<file path="config.mk">
export PLATFORM = sky130hd
export DESIGN_NAME = multimeter_packet_decoder
export DESIGN_NICKNAME = d
export VERILOG_FILES = /design/src/hdl/mpd_pkg.sv /design/src/hdl/multimeter_packet_decoder.sv
export VERILOG_INCLUDE_DIRS = /design/src /design/src/hdl
export SDC_FILE = /design/constraint.sdc
export NUM_CORES = 1
export LEC_CHECK = 0
export ABC_CLOCK_PERIOD_IN_PS = 4200
export BUFFER_PORTS_ARGS = -buffer_cell sky130_fd_sc_hd__buf_2
export CAP_MARGIN = 30
export CORE_MARGIN = 1.5
export CORE_UTILIZATION = 55
export DETAILED_ROUTE_END_ITERATION = 10
export PLACE_DENSITY = 0.82
export SLEW_MARGIN = 20
export SYNTH_ARGS = -nofsm -noshare
export SYNTH_HDL_FRONTEND = slang
export SYNTH_SLANG_ARGS = --single-unit
</file>
<file path="constraint.sdc">
create_clock -name clk -period 4.2 [get_ports clk]
set_clock_uncertainty 0.05 [all_clocks]
set_input_delay 0.84 -clock clk [delete_from_list [all_inputs] [get_ports clk]]
set_output_delay 0.84 -clock clk [all_outputs]
set_load 0.01 [all_outputs]
</file>
<file path="src/hdl/assert_macros.svh">
// Assertion helpers shared by the RTL files.
`ifndef ASSERT_MACROS_SVH
`define ASSERT_MACROS_SVH

// Implication checked on every rising clock edge outside reset.
`define ASSERT_CLK(label, prop, msg) \
  label: assert property (@(posedge clk) disable iff (rst) prop) else $error(msg);

// Plain invariant checked on every rising clock edge outside reset.
`define ASSERT_ALWAYS(label, expr, msg) \
  label: assert property (@(posedge clk) disable iff (rst) (expr)) else $error(msg);

`endif

</file>
<file path="src/hdl/mpd_pkg.sv">
package mpd_pkg;

  // Position of the line-feed byte that completes a packet.
  localparam logic [3:0] LAST_POS = 4'd13;

  localparam logic [7:0] CR_BYTE = 8'h0d;
  localparam logic [7:0] LF_BYTE = 8'h0a;

  // Function byte codes.
  localparam logic [7:0] FN_VOLT    = 8'h3b;
  localparam logic [7:0] FN_UA      = 8'h3d;
  localparam logic [7:0] FN_MA      = 8'h3f;
  localparam logic [7:0] FN_A_AUTO  = 8'h30;
  localparam logic [7:0] FN_A_MAN   = 8'h39;
  localparam logic [7:0] FN_OHM     = 8'h33;
  localparam logic [7:0] FN_CONT    = 8'h35;
  localparam logic [7:0] FN_DIODE   = 8'h31;
  localparam logic [7:0] FN_FREQ    = 8'h32;
  localparam logic [7:0] FN_CAP     = 8'h36;
  localparam logic [7:0] FN_TEMP    = 8'h34;
  localparam logic [7:0] FN_ADP0    = 8'h3e;
  localparam logic [7:0] FN_ADP1    = 8'h3c;
  localparam logic [7:0] FN_ADP2    = 8'h38;
  localparam logic [7:0] FN_ADP3    = 8'h3a;

  typedef enum logic [2:0] {
    ST_OK       = 3'd0,
    ST_BAD_TERM = 3'd1,
    ST_BAD_FUNC = 3'd2,
    ST_ACDC     = 3'd3,
    ST_BAD_DIG  = 3'd4,
    ST_BAD_RNG  = 3'd5
  } status_t;

  typedef enum logic [2:0] {
    KD_VOLT  = 3'd0,
    KD_CUR   = 3'd1,
    KD_OHM   = 3'd2,
    KD_CONT  = 3'd3,
    KD_DIODE = 3'd4,
    KD_FREQ  = 3'd5,
    KD_DUTY  = 3'd6,
    KD_CAP   = 3'd7
  } kind_t;

  typedef enum logic [3:0] {
    RW_V      = 4'd0,
    RW_UA     = 4'd1,
    RW_MA     = 4'd2,
    RW_A_AUTO = 4'd3,
    RW_A_MAN  = 4'd4,
    RW_OHM    = 4'd5,
    RW_HZ     = 4'd6,
    RW_F      = 4'd7,
    RW_DIODE  = 4'd8
  } row_t;

  // One decoded packet, status in the lowest bits.
  typedef struct packed {
    logic [13:0]        flags;
    logic [2:0]         range_index;
    logic [3:0]         mode_row;
    logic [2:0]         kind;
    logic signed [17:0] value;
    logic [2:0]         status;
  } result_t;

  localparam int RESULT_W = $bits(result_t);
  localparam int TDATA_W  = ((RESULT_W + 7) / 8) * 8;

endpackage

</file>
<file path="src/hdl/multimeter_packet_decoder.sv">
// Decodes the 14-byte serial multimeter packet. One byte is taken per cycle;
// a high s_tuser marks byte 0 and restarts the packet. The five digit bytes
// are folded into a running magnitude as they arrive (one multiply-by-ten and
// add per byte), and the other bytes that matter are kept in registers. The
// line-feed byte is decoded in the cycle it is taken and the result appears on
// the m_ side in the next cycle, and no gap is needed between packets. Bytes
// that complete no packet are taken even while a result waits; only the final
// byte waits for the result register to free up.
`include "assert_macros.svh"

module multimeter_packet_decoder (
  input  logic                        clk,
  input  logic                        rst,
  input  logic                        s_tvalid,
  output logic                        s_tready,
  input  logic [7:0]                  s_tdata,  // rx_byte
  input  logic                        s_tuser,  // first
  output logic                        m_tvalid,
  input  logic                        m_tready,
  // status, value, kind, mode_row, range_index, flags, zero fill
  output logic [mpd_pkg::TDATA_W-1:0] m_tdata
);
  import mpd_pkg::*;

  logic [3:0]  pos;
  logic [3:0]  pos_eff;
  logic [7:0]  range_byte;
  logic [7:0]  func_byte;
  logic [3:0]  stat_bits;
  logic [3:0]  opt_a;
  logic [3:0]  opt_b;
  logic [3:0]  opt_c;
  logic [7:0]  cr_byte;
  logic [16:0] mag;
  logic [16:0] mag_next;
  logic        digits_ok;
  logic        digit_valid;
  logic        completes;
  logic        accept;
  result_t     res;
  result_t     res_next;

  assign pos_eff     = s_tuser ? 4'd0 : pos;
  assign completes   = pos_eff == LAST_POS;
  assign s_tready    = !m_tvalid || m_tready || !completes;
  assign accept      = s_tvalid && s_tready;
  assign digit_valid = (s_tdata[7:4] == 4'h3) && (s_tdata[3:0] <= 4'd9);
  assign mag_next    = (pos_eff == 4'd1) ? {13'd0, s_tdata[3:0]}
                     : (mag << 3) + (mag << 1) + {13'd0, s_tdata[3:0]};

  always_ff @(posedge clk) begin
    if (rst) begin
      pos <= 4'd0;
    end else if (accept) begin
      pos <= completes ? 4'd0 : pos_eff + 4'd1;
    end
  end

  // Packet byte capture; digits accumulate into the magnitude as they arrive.
  always_ff @(posedge clk) begin
    if (accept) begin
      case (pos_eff)
        4'd0: begin
          range_byte <= s_tdata;
        end
        4'd1, 4'd2, 4'd3, 4'd4, 4'd5: begin
          mag       <= mag_next;
          digits_ok <= digit_valid && ((pos_eff == 4'd1) || digits_ok);
        end
        4'd6:  func_byte <= s_tdata;
        4'd7:  stat_bits <= s_tdata[3:0];
        4'd8:  opt_a     <= s_tdata[3:0];
        4'd9:  opt_b     <= s_tdata[3:0];
        4'd10: opt_c     <= s_tdata[3:0];
        4'd12: cr_byte   <= s_tdata;
        default: ;
      endcase
    end
  end

  always_comb begin
    logic judge, sign, batt, ol, ul, dc, ac, autom, vahz;
    logic volt, cur, micro, milli, ohm, cont, diode, freq, duty, cap, unsup, func_ok;
    kind_t kd;
    row_t  rw;

    judge = stat_bits[3];
    sign  = stat_bits[2];
    batt  = stat_bits[1];
    ol    = stat_bits[0];
    ul    = opt_b[3];
    dc    = opt_c[3];
    ac    = opt_c[2];
    autom = opt_c[1];
    vahz  = opt_c[0];
    volt  = 1'b0;
    cur   = 1'b0;
    micro = 1'b0;
    milli = 1'b0;
    ohm   = 1'b0;
    cont  = 1'b0;
    diode = 1'b0;
    freq  = 1'b0;
    duty  = 1'b0;
    cap   = 1'b0;
    unsup = 1'b0;
    func_ok = 1'b1;

    case (func_byte)
      FN_VOLT:   volt = 1'b1;
      FN_UA: begin
        cur = 1'b1; micro = 1'b1; autom = 1'b1;
      end
      FN_MA: begin
        cur = 1'b1; milli = 1'b1; autom = 1'b1;
      end
      FN_A_AUTO: begin
        cur = 1'b1; autom = 1'b1;
      end
      FN_A_MAN: begin
        cur = 1'b1; autom = 1'b0;
      end
      FN_OHM:    ohm = 1'b1;
      FN_CONT:   cont = 1'b1;
      FN_DIODE:  diode = 1'b1;
      FN_FREQ: begin
        duty = judge; freq = !judge;
      end
      FN_CAP:    cap = 1'b1;
      FN_TEMP, FN_ADP0, FN_ADP1, FN_ADP2, FN_ADP3: unsup = 1'b1;
      default:   func_ok = 1'b0;
    endcase

    // The frequency key on a voltage or current range turns it into a Hz reading, or a duty reading when judge is set.
    if (vahz && (volt || cur)) begin
      volt  = 1'b0;
      cur   = 1'b0;
      micro = 1'b0;
      milli = 1'b0;
      duty  = duty || judge;
      freq  = freq || !judge;
    end

    if (volt) begin
      kd = KD_VOLT;  rw = RW_V;
    end else if (cur) begin
      kd = KD_CUR;
      rw = micro ? RW_UA : milli ? RW_MA : autom ? RW_A_AUTO : RW_A_MAN;
    end else if (ohm) begin
      kd = KD_OHM;   rw = RW_OHM;
    end else if (cont) begin
      kd = KD_CONT;  rw = RW_OHM;
    end else if (freq) begin
      kd = KD_FREQ;  rw = RW_HZ;
    end else if (cap) begin
      kd = KD_CAP;   rw = RW_F;
    end else if (diode) begin
      kd = KD_DIODE; rw = RW_DIODE;
    end else begin
      kd = KD_DUTY;  rw = RW_V;
    end

    res_next             = '0;
    res_next.kind        = kd;
    res_next.mode_row    = rw;
    res_next.range_index = range_byte[2:0];
    res_next.flags       = {ol, batt, judge, vahz, autom, ac, dc, opt_b[1], opt_b[2], ul,
                            opt_a[0], opt_a[1], opt_a[2], opt_a[3]};
    if (!(ol || ul)) begin
      res_next.value = sign ? -$signed({1'b0, mag}) : $signed({1'b0, mag});
    end

    if (cr_byte != CR_BYTE || s_tdata != LF_BYTE) begin
      res_next = '0;
      res_next.status = ST_BAD_TERM;
    end else if (!func_ok) begin
      res_next = '0;
      res_next.status = ST_BAD_FUNC;
    end else if (ac && dc) begin
      res_next = '0;
      res_next.status = ST_ACDC;
    end else if (!(ol || ul) && !digits_ok) begin
      res_next = '0;
      res_next.status = ST_BAD_DIG;
    end else if (range_byte[7:3] != 5'b00110 || unsup) begin
      res_next = '0;
      res_next.status = ST_BAD_RNG;
    end
  end

  always_ff @(posedge clk) begin
    if (rst) begin
      m_tvalid <= 1'b0;
    end else if (accept && completes) begin
      m_tvalid <= 1'b1;
    end else if (m_tready) begin
      m_tvalid <= 1'b0;
    end
  end

  always_ff @(posedge clk) begin
    if (accept && completes) begin
      res <= res_next;
    end
  end

  assign m_tdata = {{(TDATA_W - RESULT_W){1'b0}}, res};

  `ASSERT_ALWAYS(a_pos_range, pos <= LAST_POS, "byte position beyond packet end")
  `ASSERT_CLK(a_done_gives_result, (accept && completes) |=> m_tvalid,
              "completed packet produced no result")
  `ASSERT_CLK(a_error_clears,
              (m_tvalid && res.status != ST_OK) |-> (res.value == '0 && res.flags == '0),
              "error result carries nonzero fields")
  `ASSERT_CLK(a_ol_zero_value,
              (m_tvalid && (res.flags[13] || res.flags[4])) |-> (res.value == '0),
              "overrange result carries a value")
endmodule
</file>
== After elaboration in Yosys (flattened, before gate mapping) ==
Index checks and enable logic that the tools add are counted.
W data, S select, Z words.

* Add/subtract/negate cells: 4
* $mul: 0
* Div/mod/pow operators: 0
* Magnitude comparators: 1
* Equality and inequality tests: 31
* Shifts and indexed selects: 0
* Multiplexer cells: 42
* Bitwise logic cells: 2
* Reduce and logical (&&, ||, !) cells: 42

{| class="wikitable"
|+ Operator list
! kind !! count
|-
| $eq A8 B6 Y1 const B || 15
|-
| $mux W4 || 9
|-
| $mux W3 || 8
|-
| $eq A4 B4 Y1 const B || 5
|-
| $mux W1 || 18
|-
| $mux W18 || 1
|-
| $neg A17 Y18 || 1
|-
| $add A17 B17 Y17 || 1
|-
| $add A17 B4 Y17 || 1
|-
| $eq A4 B3 Y1 const B || 4
|-
| $ne A8 B4 Y1 const B || 2
|-
| $reduce_and A2 Y1 || 8
|-
| $reduce_or A15 Y1 || 1
|-
| $reduce_or A5 Y1 || 3
|-
| $reduce_or A7 Y1 || 2
|-
| $eq A4 B2 Y1 const B || 3
|-
| $reduce_or A6 Y1 || 2
|-
| $mux W2 || 5
|-
| $reduce_or A9 Y1 || 1
|-
| $logic_or A1 B1 Y1 || 8
|-
| $logic_and A1 B1 Y1 || 7
|-
| $reduce_or A3 Y1 || 2
|-
| $logic_not A1 Y1 || 5
|-
| $ne A5 B3 Y1 const B || 1
|-
| other kinds (8) || 9
|}

* Register bits after elaboration: 108
* Latch bits: 0
* Memory bits (writable): 0
* ROM bits: 0
* Bits of input ports: 13
* Output and inout port bits: 50
* Word-level logic and storage cells: 144
* Memories kept: 0

== Depth between registers and ports, before layout ==
* Word-level depth: 10
* Gate-level depth with buffers: 10
* Mapped depth without buffers: 10

== Worst setup path after synthesis ==
OpenSTA, ideal clock, no wires.

* Path kind: input-to-reg
* Start point: input s_tuser
* End point: register res (netlist bit m_tdata[0]), enable pin
* Arrival time: 3.392 ns
* Data required time: 3.702 ns
* Slack: 0.310 ns
* Stages on the path: 5
* Path buffers: 1
* Cells stage by stage: clkbuf_1 > nor3b_1 > nand4_1 > nand2_1 > nor2_1

* Longest elaborated chain between the ends: 6

{| class="wikitable"
|+ RTL lines
! element !! line !! RTL
|-
| start: declaration || multimeter_packet_decoder.sv:17 || <nowiki>input logic s_tuser,</nowiki>
|-
| $mux W4 || multimeter_packet_decoder.sv:43 || <nowiki>assign pos_eff = s_tuser ? 4'd0 : pos;</nowiki>
|-
| $eq A4 B4 Y1 || multimeter_packet_decoder.sv:44 || <nowiki>assign completes = pos_eff == LAST_POS;</nowiki>
|-
| $logic_not A1 Y1 || multimeter_packet_decoder.sv:45 || <nowiki>assign s_tready = !m_tvalid || m_tready || !completes;</nowiki>
|-
| $logic_or A1 B1 Y1 || multimeter_packet_decoder.sv:45 ||
|-
| via s_tready || multimeter_packet_decoder.sv:15 || <nowiki>output logic s_tready,</nowiki>
|-
| $logic_and A1 B1 Y1 || multimeter_packet_decoder.sv:46 || <nowiki>assign accept = s_tvalid && s_tready;</nowiki>
|-
| $logic_and A1 B1 Y1 || multimeter_packet_decoder.sv:202 || <nowiki>if (accept && completes) begin</nowiki>
|-
| end signal: assignment || multimeter_packet_decoder.sv:203 || <nowiki>res <= res_next;</nowiki>
|-
| end: declaration || multimeter_packet_decoder.sv:40 || <nowiki>result_t res;</nowiki>
|}

The timed path passes the listed nets, and every way through them passes these cells.
A chain may end at the register's enable or synchronous reset.

== Worst setup path after layout ==
* Start point: input s_tdata[3]
* End point: register mag[13], data pin

* Longest elaborated chain between the ends: 1

{| class="wikitable"
|+ RTL lines
! element !! line !! RTL
|-
| start: declaration || multimeter_packet_decoder.sv:16 || <nowiki>input logic [7:0] s_tdata,</nowiki>
|-
| $add A17 B4 Y17 || multimeter_packet_decoder.sv:49 || <nowiki>: (mag << 3) + (mag << 1) + {13'd0, s_tdata[3:0]};</nowiki>
|-
| end signal: assignment || multimeter_packet_decoder.sv:67 || <nowiki>mag <= mag_next;</nowiki>
|-
| end: declaration || multimeter_packet_decoder.sv:34 || <nowiki>logic [16:0] mag;</nowiki>
|}

No other way between the ends.

==> summary.json <==
{
  "grt_usage": 0.2173,
  "min-delay-start": "range_byte[1]",
  "clock_tree.buffer_depth": 2,
  "finalWirelength_um": 10890,
  "fin_crit_sh": 0.8367,
  "reg_to_reg_startpoint": "mag[0]",
  "post_cts.resized_instances": 0,
  "drc_errors": 0,
  "synth_simple_gate_area_frac": 0.1784,
  "cp-start-kind": "primary input",
  "switchingPower_uw": 465.1,
  "globalRouteOverflowTotal": 0,
  "synth_top_flop_cell": "sky130_fd_sc_hd__edfxtp_1",
  "power_frac_clock": 0.353,
  "height_of_the_die_um": 102.7,
  "p_leak_uw": 0.002496,
  "cts_setup_buffers": 0,
  "cellPowerDensity_nw_per_um2": 342.6,
  "critPathMaxFanout": 3,
  "outcome": "complete, no violations",
  "cell_chosen_for_the_clock_root": "sky130_fd_sc_hd__clkbuf_8",
  "drt_first_iter_violations": 321,
  "critPathRequiredTime_ps": 4280,
  "via_count_of_the_first_global_routing_pass": 3564,
  "holdBufCountCts": 0,
  "placeableCoreArea_um2": 9729,
  "synth.lib_cells_used.distinct": 55,
  "n_fill_cell": 745,
  "antennaDiodeCount": 0,
  "core.rowCount": 36,
  "num_io_pins": 63,
  "clkSlewWorstSetupHoldPaths_ps": 100,
  "maximum_ir_drop_on_the_vdd_rail_uv": 155.8,
  "synthMuxAreaShare": 0.005488,
  "detail_route.wl_per_cell_um": 16.38,
  "final.hold.worst_slack_ps": 479.1,
  "fin_area_um2": 6148,
  "pwr-share-comb": 0.080,
  "vias_per_cell": 5.747,
  "syn-instance-count": 471,
  "synth-xor-area-share": 0.04002,
  "synth_sequential_area_ratio": 0.5781,
  "critical_path.startpoint": "s_tdata[3]",
  "internal_power_uw": 1642,
  "numPlacedInstances": 650,
  "mappedNetlistArea_um2": 5471,
  "timing.critical_path.arrival_ps": 3600,
  "slew_headroom": 0.3419,
  "timing.fmax_ghz": 0.2846,
  "finish.cell_count_without_fillers": 665,
  "initial_core_util": 0.5624,
  "final_hold_viol_count": 0,
  "worstSetupPathType": "primary input to flip-flop",
  "detail_route.first_pass.iterations": 4,
  "nets": 572,
  "area.growth.synth_to_final_pct": 12.37,
  "post_route_cells_drive_above_1_share": 0.1748,
  "drv_cap": 0,
  "power.sequential.fraction": 0.568,
  "antenna_violating_nets_post_route": 0,
  "drv_slew": 0,
  "synth-edff-count": 102,
  "rsz0062_at_grt": "no",
  "routabilityCongestion": 0.9623,
  "die_w_um": 102.7,
  "asyncSetResetFlopFracSynth": 0,
  "timing.final.crit_period_ps": 3514,
  "vias": 3822,
  "setup_tns_ps": 0,
  "setup_violations": 0,
  "cts_made_buffers": 9,
  "cts_tree": "done",
  "synth_seq_cells": 107,
  "die-area_um2": 10560,
  "cts_sinks": 107,
  "power_switching_share": 0.2208,
  "detailedPlacementHpwl_um": 7550,
  "cts_htree_levels": 3,
  "worst_slew_pin_slew_ps": 978.1,
  "worst_hold_path_class": "flip-flop to flip-flop",
  "antenna_violations_before_repair": 0,
  "synth_top_family_by_area": "simple AND/OR/NAND/NOR gates",
  "placed_cell_area_um2": 5911,
  "synthesis.yosys.warnings": 0,
  "clk-insertion-delay-late_ps": 370,
  "synthAdderAreaFrac": 0.07363,
  "endpoint_kind": "flip-flop",
  "io_buffer_count": 59,
  "maximum_number_of_pins_on_one_net_before_global_route_repair": 46,
  "synth_compound_gate_area_share": 0.09261,
  "postSynthAreaPerCell_um2": 11.62,
  "grt_first_pass_wirelength_um": 17270
}
-- cells in the final DEF (no fill, tap or decap), types with 2 or more instances in the layout --
| cell | instances |
|---|---|
| sky130_fd_sc_hd__a211oi_1 | 5 |
| sky130_fd_sc_hd__a21o_1 | 4 |
| sky130_fd_sc_hd__a21oi_1 | 23 |
| sky130_fd_sc_hd__a31oi_1 | 2 |
| sky130_fd_sc_hd__a41oi_1 | 3 |
| sky130_fd_sc_hd__and2_1 | 19 |
| sky130_fd_sc_hd__and3_1 | 3 |
| sky130_fd_sc_hd__buf_2 | 59 |
| sky130_fd_sc_hd__buf_4 | 8 |
| sky130_fd_sc_hd__bufinv_16 | 3 |
| sky130_fd_sc_hd__clkbuf_8 | 9 |
| sky130_fd_sc_hd__conb_1 | 3 |
| sky130_fd_sc_hd__dfxtp_1 | 5 |
| sky130_fd_sc_hd__edfxtp_1 | 102 |
| sky130_fd_sc_hd__fa_1 | 2 |
| sky130_fd_sc_hd__ha_1 | 29 |
| sky130_fd_sc_hd__inv_1 | 16 |
| sky130_fd_sc_hd__mux2i_1 | 3 |
| sky130_fd_sc_hd__nand2_1 | 30 |
| sky130_fd_sc_hd__nand2b_1 | 7 |
| sky130_fd_sc_hd__nand3_1 | 9 |
| sky130_fd_sc_hd__nand4_1 | 5 |
| sky130_fd_sc_hd__nand4bb_1 | 2 |
| sky130_fd_sc_hd__nor2_1 | 53 |
| sky130_fd_sc_hd__nor2b_1 | 8 |
| sky130_fd_sc_hd__nor3_1 | 14 |
| sky130_fd_sc_hd__nor4_1 | 7 |
| sky130_fd_sc_hd__nor4b_1 | 3 |
| sky130_fd_sc_hd__o211ai_1 | 2 |
| sky130_fd_sc_hd__o21a_1 | 3 |
| sky130_fd_sc_hd__o21ai_0 | 26 |
| sky130_fd_sc_hd__o21ai_1 | 2 |
| sky130_fd_sc_hd__o31ai_1 | 5 |
| sky130_fd_sc_hd__o41ai_1 | 2 |
| sky130_fd_sc_hd__or2_2 | 3 |
| sky130_fd_sc_hd__or4_1 | 5 |
| sky130_fd_sc_hd__xnor2_1 | 4 |
| sky130_fd_sc_hd__xor2_1 | 21 |
-- layout make-up --
cell class	count	area (µm²)	area share
flip-flops and latches	107	3163	0.5144
multi-input cells	327	2166	0.3523
repair buffers	67	355.3	0.05779
well taps	133	166.4	0.02707
clock buffers	9	123.9	0.02015
clock inverters	6	113.9	0.01852
inverters	16	60.06	0.009768
-- power groups by stage --
stage	registers (µW)	logic [µW]	clock network, µW
global placement	1220	155	0
finish	1200	167	743
CTS	1200	166	752
global route	1200	188	782
floorplan	1210	123	0
detailed placement	1220	165	0
-- layer usage --
layer,share of wire,track usage,vias to the layer above,wire length (µm)
met5,0,0,-,0
met4,0.017,0.09044,0,187
met3,0.057,0.04339,17,618
met2,0.52,0.3704,148,5624
met1,0.41,0.2730,1817,4460
li1,-,-,1840,-
-- cells in the mapped netlist (5+ instances only) --
master,count,area (µm²)
sky130_fd_sc_hd__nor3_1,14,70.07
sky130_fd_sc_hd__a211oi_1,5,37.54
sky130_fd_sc_hd__a21oi_1,23,115.1
sky130_fd_sc_hd__xor2_1,21,183.9
sky130_fd_sc_hd__edfxtp_1,102,3063
sky130_fd_sc_hd__nand3_1,9,45.04
sky130_fd_sc_hd__nor2_1,54,202.7
sky130_fd_sc_hd__or4_1,5,37.54
sky130_fd_sc_hd__nand2b_1,7,43.79
sky130_fd_sc_hd__clkbuf_1,17,63.81
sky130_fd_sc_hd__nand4_1,5,31.28
sky130_fd_sc_hd__nand2_1,30,112.6
sky130_fd_sc_hd__inv_1,16,60.06
sky130_fd_sc_hd__ha_1,29,362.9
sky130_fd_sc_hd__and2_1,19,118.9
sky130_fd_sc_hd__nor2b_1,8,50.05
sky130_fd_sc_hd__o21ai_0,26,130.1
sky130_fd_sc_hd__o31ai_1,5,37.54
sky130_fd_sc_hd__nor4_1,8,50.05
sky130_fd_sc_hd__dfxtp_1,5,100.1
-- worst max-delay path: stages --
cell	delay (ps)
sky130_fd_sc_hd__buf_2	100
sky130_fd_sc_hd__inv_1	50
sky130_fd_sc_hd__fa_1	590
sky130_fd_sc_hd__inv_1	60
sky130_fd_sc_hd__ha_1	300
sky130_fd_sc_hd__a211oi_1	350
sky130_fd_sc_hd__o21ai_0	200
sky130_fd_sc_hd__a21o_1	220
sky130_fd_sc_hd__a2111oi_0	620
sky130_fd_sc_hd__nor4_1	90
sky130_fd_sc_hd__nand2b_1	170
-- through the flow --
| step | setup slack (ps) | total power [µW] | util |
|---|---|---|---|
| after floorplan | 310.2 | 1336 | - |
| after global placement | 556.5 | 1374 | 0.6075 |
| after global routing | 603.1 | 2169 | 0.6319 |
| after detailed placement | 371.2 | 1385 | 0.6075 |
| after CTS | 778.9 | 2115 | 0.6319 |
| final | 685.9 | 2107 | 0.6319 |
-- registers in the layout, summed over array words and instances (netlist names), 3 cells and up --
| name | count |
|---|---|
| mag | 17 |
| pos | 4 |
| opt_c | 4 |
| opt_a | 4 |
| opt_b | 3 |
| func_byte | 8 |
| cr_byte | 8 |
| range_byte | 8 |
| stat_bits | 4 |
| m_tdata | 45 |
-- cell families (layout without fill, tap and decap cells) --
logic type | Yosys count | after routing
other | 1 | 3
xor gates and xnor gates | 25 | 25
and+or+nand+nor | 182 | 182
adders and majority gates | 31 | 31
muxes | 3 | 3
buffers and inverters | 39 | 98
AOI/OAI and AO/OA | 83 | 83
DFF | 107 | 107
-- final timing paths --
kind / to / slack (ps) / cells past startpoint
hold reg to reg: m_tdata[29] / 480 / 1
setup reg to reg: mag[13] / 740 / 10
setup / recovery: mag[13] / 690 / 11
hold / removal: m_tdata[29] / 480 / 1
No activity file was read; power rests on OpenSTA's default activity.
